$ cat src/assert_macros.svh
// assertion macros shared by the translation buffer modules
`ifndef ASSERT_MACROS_SVH
`define ASSERT_MACROS_SVH

// checked on every rising edge outside reset
`define ASSERT_CLK(name, prop, msg) \
	name: assert property (@(posedge clk) disable iff (!arst_n) prop) \
		else $error(msg);

// checked on every rising edge, reset included
`define ASSERT_ALWAYS(name, prop, msg) \
	name: assert property (@(posedge clk) prop) \
		else $error(msg);

`endif

$ cat src/stlb_pkg.sv
// types and constants of the set-associative translation buffer
`default_nettype none

package stlb_pkg;

	localparam int PID_W    = 16;
	localparam int PAGE_W   = 20;
	localparam int FRAME_W  = 8;
	localparam int STATUS_W = 2;

	localparam logic OP_LOOKUP = 1'b0;
	localparam logic OP_WRITE  = 1'b1;

	localparam logic [STATUS_W-1:0] ST_OK   = 2'd0;
	localparam logic [STATUS_W-1:0] ST_MISS = 2'd1;
	localparam logic [STATUS_W-1:0] ST_FULL = 2'd2;

	typedef struct packed {
		logic               valid;
		logic [PID_W-1:0]   pid;
		logic [PAGE_W-1:0]  page;
		logic [FRAME_W-1:0] frame;
	} way_t;

	typedef struct packed {
		logic               op;
		logic [PID_W-1:0]   pid;
		logic [PAGE_W-1:0]  page;
		logic [FRAME_W-1:0] frame;
	} req_t;

	typedef struct packed {
		logic                wr;
		logic [STATUS_W-1:0] status;
		logic [FRAME_W-1:0]  frame;
	} res_t;

endpackage

`default_nettype wire

$ cat src/stlb_if.sv
// request and response channel interfaces of the translation buffer
`default_nettype none

interface stlb_req_if;
	import stlb_pkg::*;

	logic               valid;
	logic               ready;
	logic               operation;
	logic [PID_W-1:0]   process_id;
	logic [PAGE_W-1:0]  page_number;
	logic [FRAME_W-1:0] frame_in;

	modport source (
		output valid, operation, process_id, page_number, frame_in,
		input  ready
	);

	modport sink (
		input  valid, operation, process_id, page_number, frame_in,
		output ready
	);
endinterface

interface stlb_rsp_if;
	import stlb_pkg::*;

	logic                valid;
	logic                ready;
	logic [STATUS_W-1:0] status;
	logic [FRAME_W-1:0]  frame_out;

	modport source (
		output valid, status, frame_out,
		input  ready
	);

	modport sink (
		input  valid, status, frame_out,
		output ready
	);
endinterface

`default_nettype wire

$ cat src/stlb_ram.sv
// generic single-write, single-read memory with registered read data
`default_nettype none

module stlb_ram #(
	parameter int WIDTH = 8,
	parameter int DEPTH = 16,
	parameter int ADDR_W = (DEPTH > 1) ? $clog2(DEPTH) : 1
) (
	input  logic              clk,
	input  logic              we,
	input  logic [ADDR_W-1:0] waddr,
	input  logic [WIDTH-1:0]  wdata,
	input  logic              re,
	input  logic [ADDR_W-1:0] raddr,
	output logic [WIDTH-1:0]  rdata
);

	logic [WIDTH-1:0] mem [DEPTH];

	always_ff @(posedge clk) begin
		if (we) begin
			mem[waddr] <= wdata;
		end
		if (re) begin
			rdata <= mem[raddr];
		end
	end

endmodule

`default_nettype wire

$ cat src/stlb_index.sv
// input stage: holds the request and reduces the page number to a set index
`default_nettype none
`include "assert_macros.svh"

module stlb_index #(
	parameter int SETS = 16,
	parameter int SET_W = (SETS > 1) ? $clog2(SETS) : 1
) (
	input  logic               clk,
	input  logic               arst_n,
	input  logic               load,
	input  stlb_pkg::req_t     req_in,
	input  logic               advance,
	output logic               valid_s0,
	output stlb_pkg::req_t     req_s0,
	output logic [SET_W-1:0]   set_s0
);
	import stlb_pkg::*;

	localparam int LOG_SETS = (SETS > 1) ? $clog2(SETS) : 0;
	localparam int SHIFT    = PAGE_W + LOG_SETS;
	localparam int RECIP_W  = PAGE_W + 2;
	localparam int PROD_W   = PAGE_W + RECIP_W;
	localparam int PX_W     = SHIFT + PAGE_W;
	localparam int SETS_W   = $clog2(SETS + 1);
	localparam int QS_W     = PAGE_W + SETS_W;
	localparam int REM_W    = SET_W + 1;
	localparam logic [63:0] RECIP64 =
		((64'd1 << SHIFT) + 64'(SETS) - 64'd1) / 64'(SETS);
	localparam logic [RECIP_W-1:0] RECIP = RECIP64[RECIP_W-1:0];

	logic [PROD_W-1:0] prod_n;
	logic [PROD_W-1:0] prod_s0;
	logic [PX_W-1:0]   prod_x;
	logic [PAGE_W-1:0] quot;
	logic [QS_W-1:0]   qs;
	logic [REM_W-1:0]  rem_raw;
	logic [REM_W-1:0]  rem;

	// page times reciprocal of the set count
	assign prod_n = {{RECIP_W{1'b0}}, req_in.page} * {{PAGE_W{1'b0}}, RECIP};

	always_ff @(posedge clk or negedge arst_n) begin
		if (!arst_n) begin
			valid_s0 <= 1'b0;
		end else if (load) begin
			valid_s0 <= 1'b1;
		end else if (advance) begin
			valid_s0 <= 1'b0;
		end
	end

	always_ff @(posedge clk) begin
		if (load) begin
			req_s0  <= req_in;
			prod_s0 <= prod_n;
		end
	end

	always_comb begin
		prod_x  = PX_W'(prod_s0);
		quot    = prod_x[SHIFT +: PAGE_W];
		qs      = QS_W'(quot) * QS_W'(SETS);
		rem_raw = REM_W'(req_s0.page) - REM_W'(qs);
		if (rem_raw >= REM_W'(SETS)) begin
			rem = rem_raw - REM_W'(SETS);
		end else begin
			rem = rem_raw;
		end
		set_s0 = rem[SET_W-1:0];
	end

	`ASSERT_CLK(a_set_in_range, valid_s0 |-> (SETS_W'(set_s0) < SETS_W'(SETS)), "set out of range")

endmodule

`default_nettype wire

$ cat src/stlb_match.sv
// way compare of one set row and the updated row for a write
`default_nettype none

module stlb_match #(
	parameter int WAYS = 4
) (
	input  stlb_pkg::req_t              req,
	input  stlb_pkg::way_t [WAYS-1:0]   row,
	output stlb_pkg::way_t [WAYS-1:0]   row_new,
	output stlb_pkg::res_t              res
);
	import stlb_pkg::*;

	localparam int WAY_IW = (WAYS > 1) ? $clog2(WAYS) : 1;

	logic              hit;
	logic [WAY_IW-1:0] hit_idx;
	logic              free;
	logic [WAY_IW-1:0] free_idx;

	// downward scan so the lowest way wins
	always_comb begin
		hit      = 1'b0;
		hit_idx  = '0;
		free     = 1'b0;
		free_idx = '0;
		for (int w = WAYS - 1; w >= 0; w--) begin
			if (row[w].valid && row[w].pid == req.pid && row[w].page == req.page) begin
				hit     = 1'b1;
				hit_idx = WAY_IW'(w);
			end
			if (!row[w].valid) begin
				free     = 1'b1;
				free_idx = WAY_IW'(w);
			end
		end
	end

	always_comb begin
		row_new    = row;
		res.wr     = 1'b0;
		res.status = ST_OK;
		res.frame  = '0;
		unique case (req.op)
			OP_LOOKUP: begin
				if (hit) begin
					res.frame = row[hit_idx].frame;
				end else begin
					res.status = ST_MISS;
				end
			end
			OP_WRITE: begin
				if (hit) begin
					row_new[hit_idx].frame = req.frame;
					res.wr                 = 1'b1;
				end else if (free) begin
					row_new[free_idx].valid = 1'b1;
					row_new[free_idx].pid   = req.pid;
					row_new[free_idx].page  = req.page;
					row_new[free_idx].frame = req.frame;
					res.wr                  = 1'b1;
				end else begin
					res.status = ST_FULL;
				end
			end
			default: begin
				res.status = ST_MISS;
			end
		endcase
	end

endmodule

`default_nettype wire

$ cat src/set_associative_tlb.sv
// Set-associative translation buffer tagged by process id and page number.
// One request transfer per cycle unless the clearing pass or a stalled
// response holds it back. The transfer loads the set index stage, then
// memory read, then compare and write-back load the response into the output
// register; a stalled response holds the pipeline without losing work.
// Each memory row holds all ways of one set; a write to the same set by the
// request just ahead is forwarded from the row last written. After reset a
// clearing pass writes every row invalid, one row per cycle, and no request
// is taken until it ends. Lookups return the frame on a hit and report a
// miss otherwise; writes update a matching entry, fill the lowest free way,
// or report the set full and change nothing.
`default_nettype none
`include "assert_macros.svh"

module set_associative_tlb #(
	parameter int SETS = 16,
	parameter int WAYS = 4
) (
	input  logic        clk,
	input  logic        arst_n,
	stlb_req_if.sink    req,
	stlb_rsp_if.source  rsp
);
	import stlb_pkg::*;

	localparam int SET_W = (SETS > 1) ? $clog2(SETS) : 1;
	localparam int ROW_W = WAYS * $bits(way_t);

	logic                clr_busy_q;
	logic [SET_W-1:0]    clr_idx_q;

	req_t                req_n;
	logic                accept;
	logic                s0_v;
	req_t                req_s0;
	logic [SET_W-1:0]    set_s0;
	logic                s0_adv;

	logic                s1_v_q;
	req_t                req_s1;
	logic [SET_W-1:0]    set_s1;
	logic                fwd_s1;
	way_t [WAYS-1:0]     fwd_row_q;
	way_t [WAYS-1:0]     rd_row;
	way_t [WAYS-1:0]     row_s1;
	way_t [WAYS-1:0]     row_new;
	res_t                res;
	logic                s1_adv;
	logic                s1_free;

	logic [ROW_W-1:0]    rdata;
	logic [ROW_W-1:0]    wdata;
	logic [SET_W-1:0]    waddr;
	logic                we;

	logic                out_v_q;
	logic [STATUS_W-1:0] status_q;
	logic [FRAME_W-1:0]  frame_q;
	logic                out_free;

	assign req_n = {req.operation, req.process_id, req.page_number, req.frame_in};

	// handshake chain
	assign out_free  = !out_v_q || rsp.ready;
	assign s1_adv    = s1_v_q && out_free;
	assign s1_free   = !s1_v_q || s1_adv;
	assign s0_adv    = s0_v && s1_free;
	assign req.ready = !clr_busy_q && (!s0_v || s0_adv);
	assign accept    = req.valid && req.ready;

	// clearing pass
	always_ff @(posedge clk or negedge arst_n) begin
		if (!arst_n) begin
			clr_busy_q <= 1'b1;
			clr_idx_q  <= '0;
		end else if (clr_busy_q) begin
			if (clr_idx_q == SET_W'(SETS - 1)) begin
				clr_busy_q <= 1'b0;
			end
			clr_idx_q <= clr_idx_q + 1'b1;
		end
	end

	stlb_index #(
		.SETS  (SETS),
		.SET_W (SET_W)
	) u_index (
		.clk      (clk),
		.arst_n   (arst_n),
		.load     (accept),
		.req_in   (req_n),
		.advance  (s0_adv),
		.valid_s0 (s0_v),
		.req_s0   (req_s0),
		.set_s0   (set_s0)
	);

	assign we    = clr_busy_q || (s1_adv && res.wr);
	assign waddr = clr_busy_q ? clr_idx_q : set_s1;
	assign wdata = clr_busy_q ? '0 : row_new;

	stlb_ram #(
		.WIDTH  (ROW_W),
		.DEPTH  (SETS),
		.ADDR_W (SET_W)
	) u_ram (
		.clk   (clk),
		.we    (we),
		.waddr (waddr),
		.wdata (wdata),
		.re    (s0_adv),
		.raddr (set_s0),
		.rdata (rdata)
	);

	always_ff @(posedge clk or negedge arst_n) begin
		if (!arst_n) begin
			s1_v_q <= 1'b0;
			fwd_s1 <= 1'b0;
		end else begin
			if (s0_adv) begin
				s1_v_q <= 1'b1;
				fwd_s1 <= s1_adv && res.wr && (set_s1 == set_s0);
			end else if (s1_adv) begin
				s1_v_q <= 1'b0;
				fwd_s1 <= 1'b0;
			end
		end
	end

	always_ff @(posedge clk) begin
		if (s0_adv) begin
			req_s1 <= req_s0;
			set_s1 <= set_s0;
		end
		if (s1_adv && res.wr) begin
			fwd_row_q <= row_new;
		end
	end

	assign rd_row = rdata;
	assign row_s1 = fwd_s1 ? fwd_row_q : rd_row;

	stlb_match #(
		.WAYS (WAYS)
	) u_match (
		.req     (req_s1),
		.row     (row_s1),
		.row_new (row_new),
		.res     (res)
	);

	// response register
	always_ff @(posedge clk or negedge arst_n) begin
		if (!arst_n) begin
			out_v_q <= 1'b0;
		end else if (s1_adv) begin
			out_v_q <= 1'b1;
		end else if (rsp.ready) begin
			out_v_q <= 1'b0;
		end
	end

	always_ff @(posedge clk) begin
		if (s1_adv) begin
			status_q <= res.status;
			frame_q  <= res.frame;
		end
	end

	assign rsp.valid     = out_v_q;
	assign rsp.status    = status_q;
	assign rsp.frame_out = frame_q;

	`ASSERT_CLK(a_idle_in_clear, clr_busy_q |-> !(s0_v || s1_v_q || out_v_q), "work in clear")
	`ASSERT_ALWAYS(a_fwd_needs_item, fwd_s1 |-> s1_v_q, "forward flag without item")
	`ASSERT_CLK(a_status_code, out_v_q |-> (status_q <= ST_FULL), "bad status code")
	`ASSERT_CLK(a_frame_on_hit, (out_v_q && frame_q != '0) |-> (status_q == ST_OK), "frame on miss")

endmodule

`default_nettype wire
$ cat src/flat_wrapper.sv
// flat-port wrapper written by rule: the top's interface ports become plain ports
module set_associative_tlb_flat import stlb_pkg::*;
#(
	parameter int SETS = 16,
	parameter int WAYS = 4
)
  (clk, arst_n, req_valid, req_operation, req_process_id, req_page_number, req_frame_in, req_ready, rsp_valid, rsp_status, rsp_frame_out, rsp_ready);
  stlb_req_if req_i ();
  stlb_rsp_if rsp_i ();
  input  logic clk;
  input  logic arst_n;
  input wire logic [$bits(req_i.valid)-1:0] req_valid;
  input wire logic [$bits(req_i.operation)-1:0] req_operation;
  input wire logic [$bits(req_i.process_id)-1:0] req_process_id;
  input wire logic [$bits(req_i.page_number)-1:0] req_page_number;
  input wire logic [$bits(req_i.frame_in)-1:0] req_frame_in;
  output wire logic [$bits(req_i.ready)-1:0] req_ready;
  output wire logic [$bits(rsp_i.valid)-1:0] rsp_valid;
  output wire logic [$bits(rsp_i.status)-1:0] rsp_status;
  output wire logic [$bits(rsp_i.frame_out)-1:0] rsp_frame_out;
  input wire logic [$bits(rsp_i.ready)-1:0] rsp_ready;
  assign req_i.valid = req_valid;
  assign req_i.operation = req_operation;
  assign req_i.process_id = req_process_id;
  assign req_i.page_number = req_page_number;
  assign req_i.frame_in = req_frame_in;
  assign req_ready = req_i.ready;
  assign rsp_valid = rsp_i.valid;
  assign rsp_status = rsp_i.status;
  assign rsp_frame_out = rsp_i.frame_out;
  assign rsp_i.ready = rsp_ready;
  set_associative_tlb #(.SETS(SETS), .WAYS(WAYS)) u_core (.clk(clk), .arst_n(arst_n), .req(req_i), .rsp(rsp_i));
endmodule
$ cat config.mk
export PLATFORM = sky130hd
export DESIGN_NAME = set_associative_tlb_flat
export DESIGN_NICKNAME = d
export VERILOG_FILES = /design/src/stlb_pkg.sv /design/src/stlb_if.sv /design/src/stlb_ram.sv /design/src/stlb_index.sv /design/src/stlb_match.sv /design/src/set_associative_tlb.sv /design/src/flat_wrapper.sv
export VERILOG_INCLUDE_DIRS = /design/src /design/src/src
export SDC_FILE = /design/constraint.sdc
export NUM_CORES = 2
export LEC_CHECK = 0
export BUFFER_PORTS_ARGS = -buffer_cell sky130_fd_sc_hd__buf_4
export CORE_ASPECT_RATIO = 1.2
export CORE_MARGIN = 2
export CORE_UTILIZATION = 50
export DETAILED_ROUTE_END_ITERATION = 7
export PLACE_DENSITY = 0.65
export SYNTH_ARGS = -nofsm -noshare
export SYNTH_HDL_FRONTEND = slang
export SYNTH_SLANG_ARGS = --single-unit
$ cat constraint.sdc
create_clock -name clk -period 11.9 [get_ports clk]
set_input_delay 1.19 -clock clk [delete_from_list [all_inputs] [get_ports clk]]
set_output_delay 1.19 -clock clk [all_outputs]
set_load 0.01 [all_outputs]
## Word level (Yosys, flattened, before mapping)

Memories as Yosys holds them, arrays and structs flattened. A register that Yosys moved wholly into a read port is not among the register bits.
Index checks and enable logic that the tools add are counted.

- Register bits after elaboration: 293
- Memory bits (writable): 2880
- Input bits: 49
- Output and inout port bits: 12
- Memories kept: 1

Memory list:

| memory | depth | bits a word | read ports | clocked after memory_dff | write ports | RTL line | RTL |
|---|---|---|---|---|---|---|---|
| u_core.u_ram.mem | 16 | 180 | 1 | 1 | 1 | stlb_ram.sv:18 | `logic [WIDTH-1:0] mem [DEPTH];` |

- Add/subtract/negate cells: 3
- Order comparisons: 5
- Equal/unequal tests: 10
- Mux-type cells: 58
- Bitwise logic cells: 2
- Reduce and logical (&&, ||, !) cells: 28

Operators with widths:

| operator | number |
|---|---|
| bitwise mux 180 bit | 5 |
| two-way mux 180 bit | 5 |
| demux 45 bit (select 2 bit) | 5 |
| binary-select mux 45 bit (select 2 bit) | 1 |
| equality test 20 bit | 4 |
| equality test 16 bit | 4 |
| two-way mux 45 bit | 1 |
| two-way mux 44 bit | 1 |
| two-way mux 28 bit | 1 |
| two-way mux 8 bit | 3 |
| two-way mux 1 bit | 23 |
| two-way mux 2 bit | 10 |
| logical AND 1 bit | 16 |
| two-way mux 4 bit | 2 |
| less-than comparator 2 x 3 -> 1 bit (second input constant) | 2 |
| nonzero test 2 bit | 3 |
| >= comparator 5 bit (second input constant) | 1 |
| subtractor 5 bit | 1 |
| adder 4 x 1 -> 4 bit (second input constant) | 1 |
| equality test 4 bit | 1 |
| equality test 4 bit (second input constant) | 1 |
| >= comparator 2 x 1 -> 1 bit (second input constant) | 2 |
| zero test 1 bit | 4 |
| logical OR 1 bit | 4 |
| other kinds (4) | 5 |

## Logic depth before layout (Yosys ltp)

- Depth in word-level cells: 17
- Mapped depth: 15

## By module

A second synthesis with hierarchy kept.

- Cell total of the unflattened synthesis: 5933
- Area, all modules: 131089.5 sq um

Modules (own cells, without submodules):

| module | times used | cells each | area an instance (sq um) |
|---|---|---|---|
| stlb_ram | 1 | 4693 | 113541.4 |
| set_associative_tlb | 1 | 680 | 11382.2 |
| stlb_match | 1 | 508 | 4748.3 |
| stlb_index | 1 | 52 | 1417.6 |

## Worst setup path before layout

No wires, ideal clock.

- Path kind: input-to-reg
- Start: input port rsp_ready
- End: register u_core.fwd_s1
- Setup time: 0.114 ns
- Data arrival time: 12.898 ns
- Required time: 11.786 ns
- Slack: -1.112 ns
- Cell stages on the path: 3
- Cells stage by stage: nor2b_1 > a21oi_1 > a31o_1

- Longest elaborated chain between the ends: 5
- Elaborated cells on any way between the ends: 8
- Those cells by class: mux (1); reduce/logical (7)

RTL lines:

| element | RTL line | RTL |
|---|---|---|
| start: declaration | flat_wrapper.sv:21 | `input wire logic [$bits(rsp_i.ready)-1:0] rsp_ready;` |
| logical OR 1 bit (*) | set_associative_tlb.sv:64 | `assign out_free = !out_v_q \|\| rsp.ready;` |
| logical AND 1 bit (*) | set_associative_tlb.sv:65 | `assign s1_adv = s1_v_q && out_free;` |
| logical OR 1 bit (*) | set_associative_tlb.sv:66 | `assign s1_free = !s1_v_q \|\| s1_adv;` |
| logical AND 1 bit (*) | set_associative_tlb.sv:67 | `assign s0_adv = s0_v && s1_free;` |
| via u_core.s0_adv | set_associative_tlb.sv:37 | `logic s0_adv;` |
| two-way mux 1 bit / nonzero test 2 bit (equally long branches) | -- |  |
| end signal: assignment | set_associative_tlb.sv:123 | `fwd_s1 <= s1_adv && res.wr && (set_s1 == set_s0);` |
| end: declaration | set_associative_tlb.sv:42 | `logic fwd_s1;` |

The timed path passes the listed nets; every way through them passes the cells marked *.
A chain may end at the register's enable or synchronous reset.

## Final worst setup path

- Start: register u_core.fwd_s1
- End: memory u_core.u_ram.mem[14][23] (netlist bit) (data pin)

- Longest elaborated chain between the ends: 15
- Elaborated cells on any way between the ends: 51
- Those cells by class: order compare (2); eq/ne (8); mux (32); reduce/logical (9)

RTL lines:

| element | RTL line | RTL |
|---|---|---|
| two-way mux 180 bit (*) | set_associative_tlb.sv:142 | `assign row_s1 = fwd_s1 ? fwd_row_q : rd_row;` |
| two-way mux 2 bit (4 in series) | stlb_match.sv:32 | `if (!row[w].valid) begin` |
| less-than comparator 2 x 3 -> 1 bit (implied by the code) / >= comparator 2 x 1 -> 1 bit (equally long branches) | stlb_match.sv:59 | `row_new[free_idx].page = req.page;` |
| logical AND 1 bit (implied by the code) | stlb_match.sv:59 |  |
| two-way mux 28 bit (implied by the code) | stlb_match.sv:59 |  |
| demux 45 bit (select 2 bit) | stlb_match.sv:59 |  |
| bitwise mux 180 bit | stlb_match.sv:59 |  |
| bitwise mux 180 bit | stlb_match.sv:60 | `row_new[free_idx].frame = req.frame;` |
| two-way mux 180 bit | stlb_match.sv:56 | `end else if (free) begin` |
| two-way mux 180 bit | stlb_match.sv:53 | `if (hit) begin` |
| two-way mux 180 bit (*) | stlb_match.sv:44 | `unique case (req.op)` |
| two-way mux 180 bit (*) | set_associative_tlb.sv:100 | `assign wdata = clr_busy_q ? '0 : row_new;` |
| via u_core.u_ram.wdata[23] | stlb_ram.sv:12 | `input logic [WIDTH-1:0] wdata,` |
| end: declaration | stlb_ram.sv:18 |  |

Marked as above.

==> run_results.csv <==
group,metric,value,unit
run_status,status,"finished, final reports clean",
pwr,power.density,185,mW/mm²
pwr,ir_worst_vdd,0.000114,V
synth,synthesis.area,0.131,mm²
worst_setup_path,slowest_stage,"buf_4",
worst_setup_path,critPathLaunchType,"flop",
worst_setup_path,cp_top_family,"buffers and inverters",
placement,dp.cells,9260,
worst_setup_path,ff2ff_path_depth,11,
cts,clk_path_buf_depth,4,
worst_setup_path,max_stage_delay,940,ps
grt,grt_max_degree,127,
grt,grtUsageMet1,0.330,
synth,yosysWarnings,0,
worst_setup_path,r2r_start,"u_core.fwd_s1",
drt,routed_wirelength,331000,µm
final_layout,fillers,19000,
floorplanning,die_w,472,µm
worst_setup_path,r2r_slack,3780,ps
grt,grtUsageTotal,0.247,
drt,drc,0,
grt,overflow,0,
job,max_cap_violations,0,
synth,synthTopCellsByArea,"edfxtp_1 (76%), mux4_2 (15%), mux2_2 (1.0%)",
synth,muxShareOfSynthArea,0.168,
timing,layout_setup_ws,3780,ps
pwr,p_leak,45.5,nW
placement,hpwl,174000,µm
worst_setup_path,criticalPathCategory,"flop to flop",
floorplanning,start_util,0.502,
cts,cts_root_buf,"clkbuf_16",
cts,clk_latency,910,ps
grt,grt_use_met2,0.413,
final_layout,fin_nets,6213,
worst_setup_path,cpMostUsedCell,"buf_4",
timing,hold_ws,176,ps
floorplanning,core,0.262,mm²
synth,async_flop_share,0.00269,
timing,fin_skew,46.4,ps
timing,period_share,0.682,
synth,postSynthAreaPerCell,22.3,µm²
cts,cts_tree,"built",
drt,drt_pass1_iterations,6,
cts,cts_setup_buffers,0,
worst_setup_path,crit_required,12430,ps
final_layout,drive_above_1_share,0.291,
synth,synth_fp_nets,5957,
timing,finalCriticalPeriod,8120,ps
drt,vias,64200,
synth,ys.flop_type,"edfxtp_1",
timing,slew_headroom,0.0922,
floorplanning,rows,206,
placement,place_ws,4060,ps
timing,fin_setup_tns,0,ps
worst_setup_path,cp-end-kind,"flop",
worst_setup_path,critPathBufInv,3,
final_layout,areaGrowthSynthToFinish,12.4,%
floorplanning,die_area,0.267,mm²
timing,max_freq,0.123,GHz
drt,routed_via_density,6.52,
cts,cts_resized,0,
synth,netlist.area_leader.share,0.763,
synth,ys_seq_area_frac,0.765,
worst_setup_path,cp_cell_sequence,"buf_12 > mux2_2 > xnor2_1 > nor4_1 > nand4_1 > or4_1 > and3_4 > buf_4 > buf_4 > a31oi_1 > a311oi_2",
worst_setup_path,rr_endpoint,"u_core.u_ram.mem[14][23]",
cts,numCtsBuffers,333,
drt,wire_per_inst,33.6,µm
worst_setup_path,cp_max_fo,108,
cts,cts-hold-fix-buffers,0,
grt,grt.busiest_layer,"met2",
synth,synthAdderAreaFrac,0.0000952,
synth,netlist_instances,5907,
timing,hold_viol_final,0,
timing,tightest_slew,1350,ps
drt,ant_nets,0,
synth,yosys.area_share.simple,0.0147,
cts,cts.clk_slew.worst_paths,70,ps
timing,setup_viol_count_final,0,
synth,synth_compound_area_frac,0.0280,
cts,ctsHtreeMaxLevel,5,
grt,antenna_found_initial,4,
synth,netlist_top_cells_count,"edfxtp_1 (3340), mux4_2 (887), clkbuf_1 (213)",
synth,yosysMostFrequentCell,"edfxtp_1",
final_layout,instances_no_fill,9851,
synth,synth.distinct_cells,68,
drt,drt-initial-drc-count,8042,
grt,grtUsageMet3,0.0410,
pwr,power.total,27.4,mW
synth,synth_top_area_cell,"edfxtp_1",
synth,synth_top_family_by_area,"multiplexers",
timing,grt_setup_unrepaired,"no",
timing,report.final.slew_viol_count,0,
synth,ys_ff_latch,3349,
floorplanning,die_h,566,µm
cts,cts.sinks,3349,
synth,synth-xor-area-share,0.00999,
placement,port_buffers,60,
worst_setup_path,cp.arrival,8650,ps
placement,place.gp.congestion,0.884,
grt,grt_pass1_vias,65300,
grt,grt_first_pass_wirelength,473000,µm
worst_hold_path,hold_path_class,"input port to asynchronous set/reset pin",
floorplanning,ioPinCount,61,
synth,synth_edf_count,3340,
-- cell type report --
class | count | area (µm²) | area share
Antenna cell | 5 | 12.5 | 0.0000847
Inverter | 51 | 191 | 0.00130
Timing Repair Buffer | 290 | 2550 | 0.0173
Clock inverter | 202 | 2140 | 0.0145
Multi-Input combinational cell | 2138 | 29500 | 0.200
Clock buffer | 384 | 8550 | 0.0578
Tap cell | 3432 | 4290 | 0.0291
Sequential cell | 3349 | 101000 | 0.680
-- layer usage --
layer,wire (µm),up-vias
met5,16,-
met4,12500,2
met3,25500,640
met2,166000,3164
met1,127000,34700
li1,-,25700
-- kinds of logic (layout without fill, tap and decap cells) --
| kind of cell | after synthesis | count (layout) |
|---|---|---|
| adders and majority gates | 1 | 1 |
| other | 0 | 5 |
| muxes | 1083 | 1083 |
| DFF | 3349 | 3349 |
| buffers and inverters | 420 | 927 |
| and+or+nand+nor | 356 | 356 |
| xor gates and xnor gates | 150 | 150 |
| AOI/OAI and AO/OA | 548 | 548 |
-- metrics by stage --
stage	instance area (µm²)	utilization
after floorplan	131000	-
after detailed placement	137000	0.523
after global placement	137000	0.523
final	148000	0.564
after CTS	148000	0.564
after global routing	148000	0.564
-- worst reg2reg max path, cell delays in order (launching register included) --
cell and delay (ps):
dfrtp_4 770, buf_12 420, mux2_2 770, xnor2_1 870, nor4_1 440, nand4_1 290, or4_1 480, and3_4 700
buf_4 990, buf_4 810, a31oi_1 300, a311oi_2 940
-- sequential cells by signal, indices dropped and copies added (netlist names), 2 cells and up --
register	flops
u_core.rsp.status	2
u_core.clr_idx_q	4
u_core.rsp.frame_out	8
u_core.u_ram.mem	2880
u_core.u_index.req_s0	45
u_core.set_s1	3
u_core.req_s1	42
u_core.u_ram.rdata	180
u_core.fwd_row_q	180
-- cells in the final DEF, fill, tap and decap left out, types with 14 or more instances in the layout --
master     netlist  routed
a211oi_2         6      14
a22oi_1         35      35
mux2i_1         64      64
mux4_2         887     887
a211oi_1        45      37
a311oi_2         0      18
inv_1           29      29
mux2_2         121     121
nor3_1          94      88
clkbuf_1       213      50
nand4_1         24      24
xnor2_1        141     141
a21oi_4          0      20
nand2_1         24      24
a31o_1          36      36
a21oi_1        191     171
clkinv_1        14      82
clkinv_2         0      60
a311oi_1        80      62
bufinv_16        0      34
buf_4            7     260
nor4_1          49      48
buf_12           0      30
a31oi_1        111     111
nor2_1          86      84
nor2b_1         24      24
edfxtp_1      3340    3340
clkbuf_16        0     334
-- where the power goes --
part | switching, mW | internal, mW | leakage, nW
combinational | 1.90 | 0.914 | 9.97
clock | 4.46 | 5.92 | 5.21
sequential | 0.203 | 14.0 | 30.3
-- worst max-delay path by stage --
stage	start	end	slack, ps	cells after the start
2_1_floorplan	u_core.fwd_s1	u_core.u_ram.mem[10][0]	-160	12
3_3_place_gp	u_core.fwd_s1	u_core.u_ram.mem[14][28]	4160	11
3_5_place_dp	u_core.fwd_s1	u_core.u_ram.mem[12][28]	4060	11
4_1_cts	u_core.fwd_s1	u_core.u_ram.mem[12][28]	4020	11
5_1_grt	u_core.fwd_s1	u_core.u_ram.mem[12][28]	3770	11
6_report	u_core.fwd_s1	u_core.u_ram.mem[14][23]	3780	11
(Power assumes the default switching activity.)
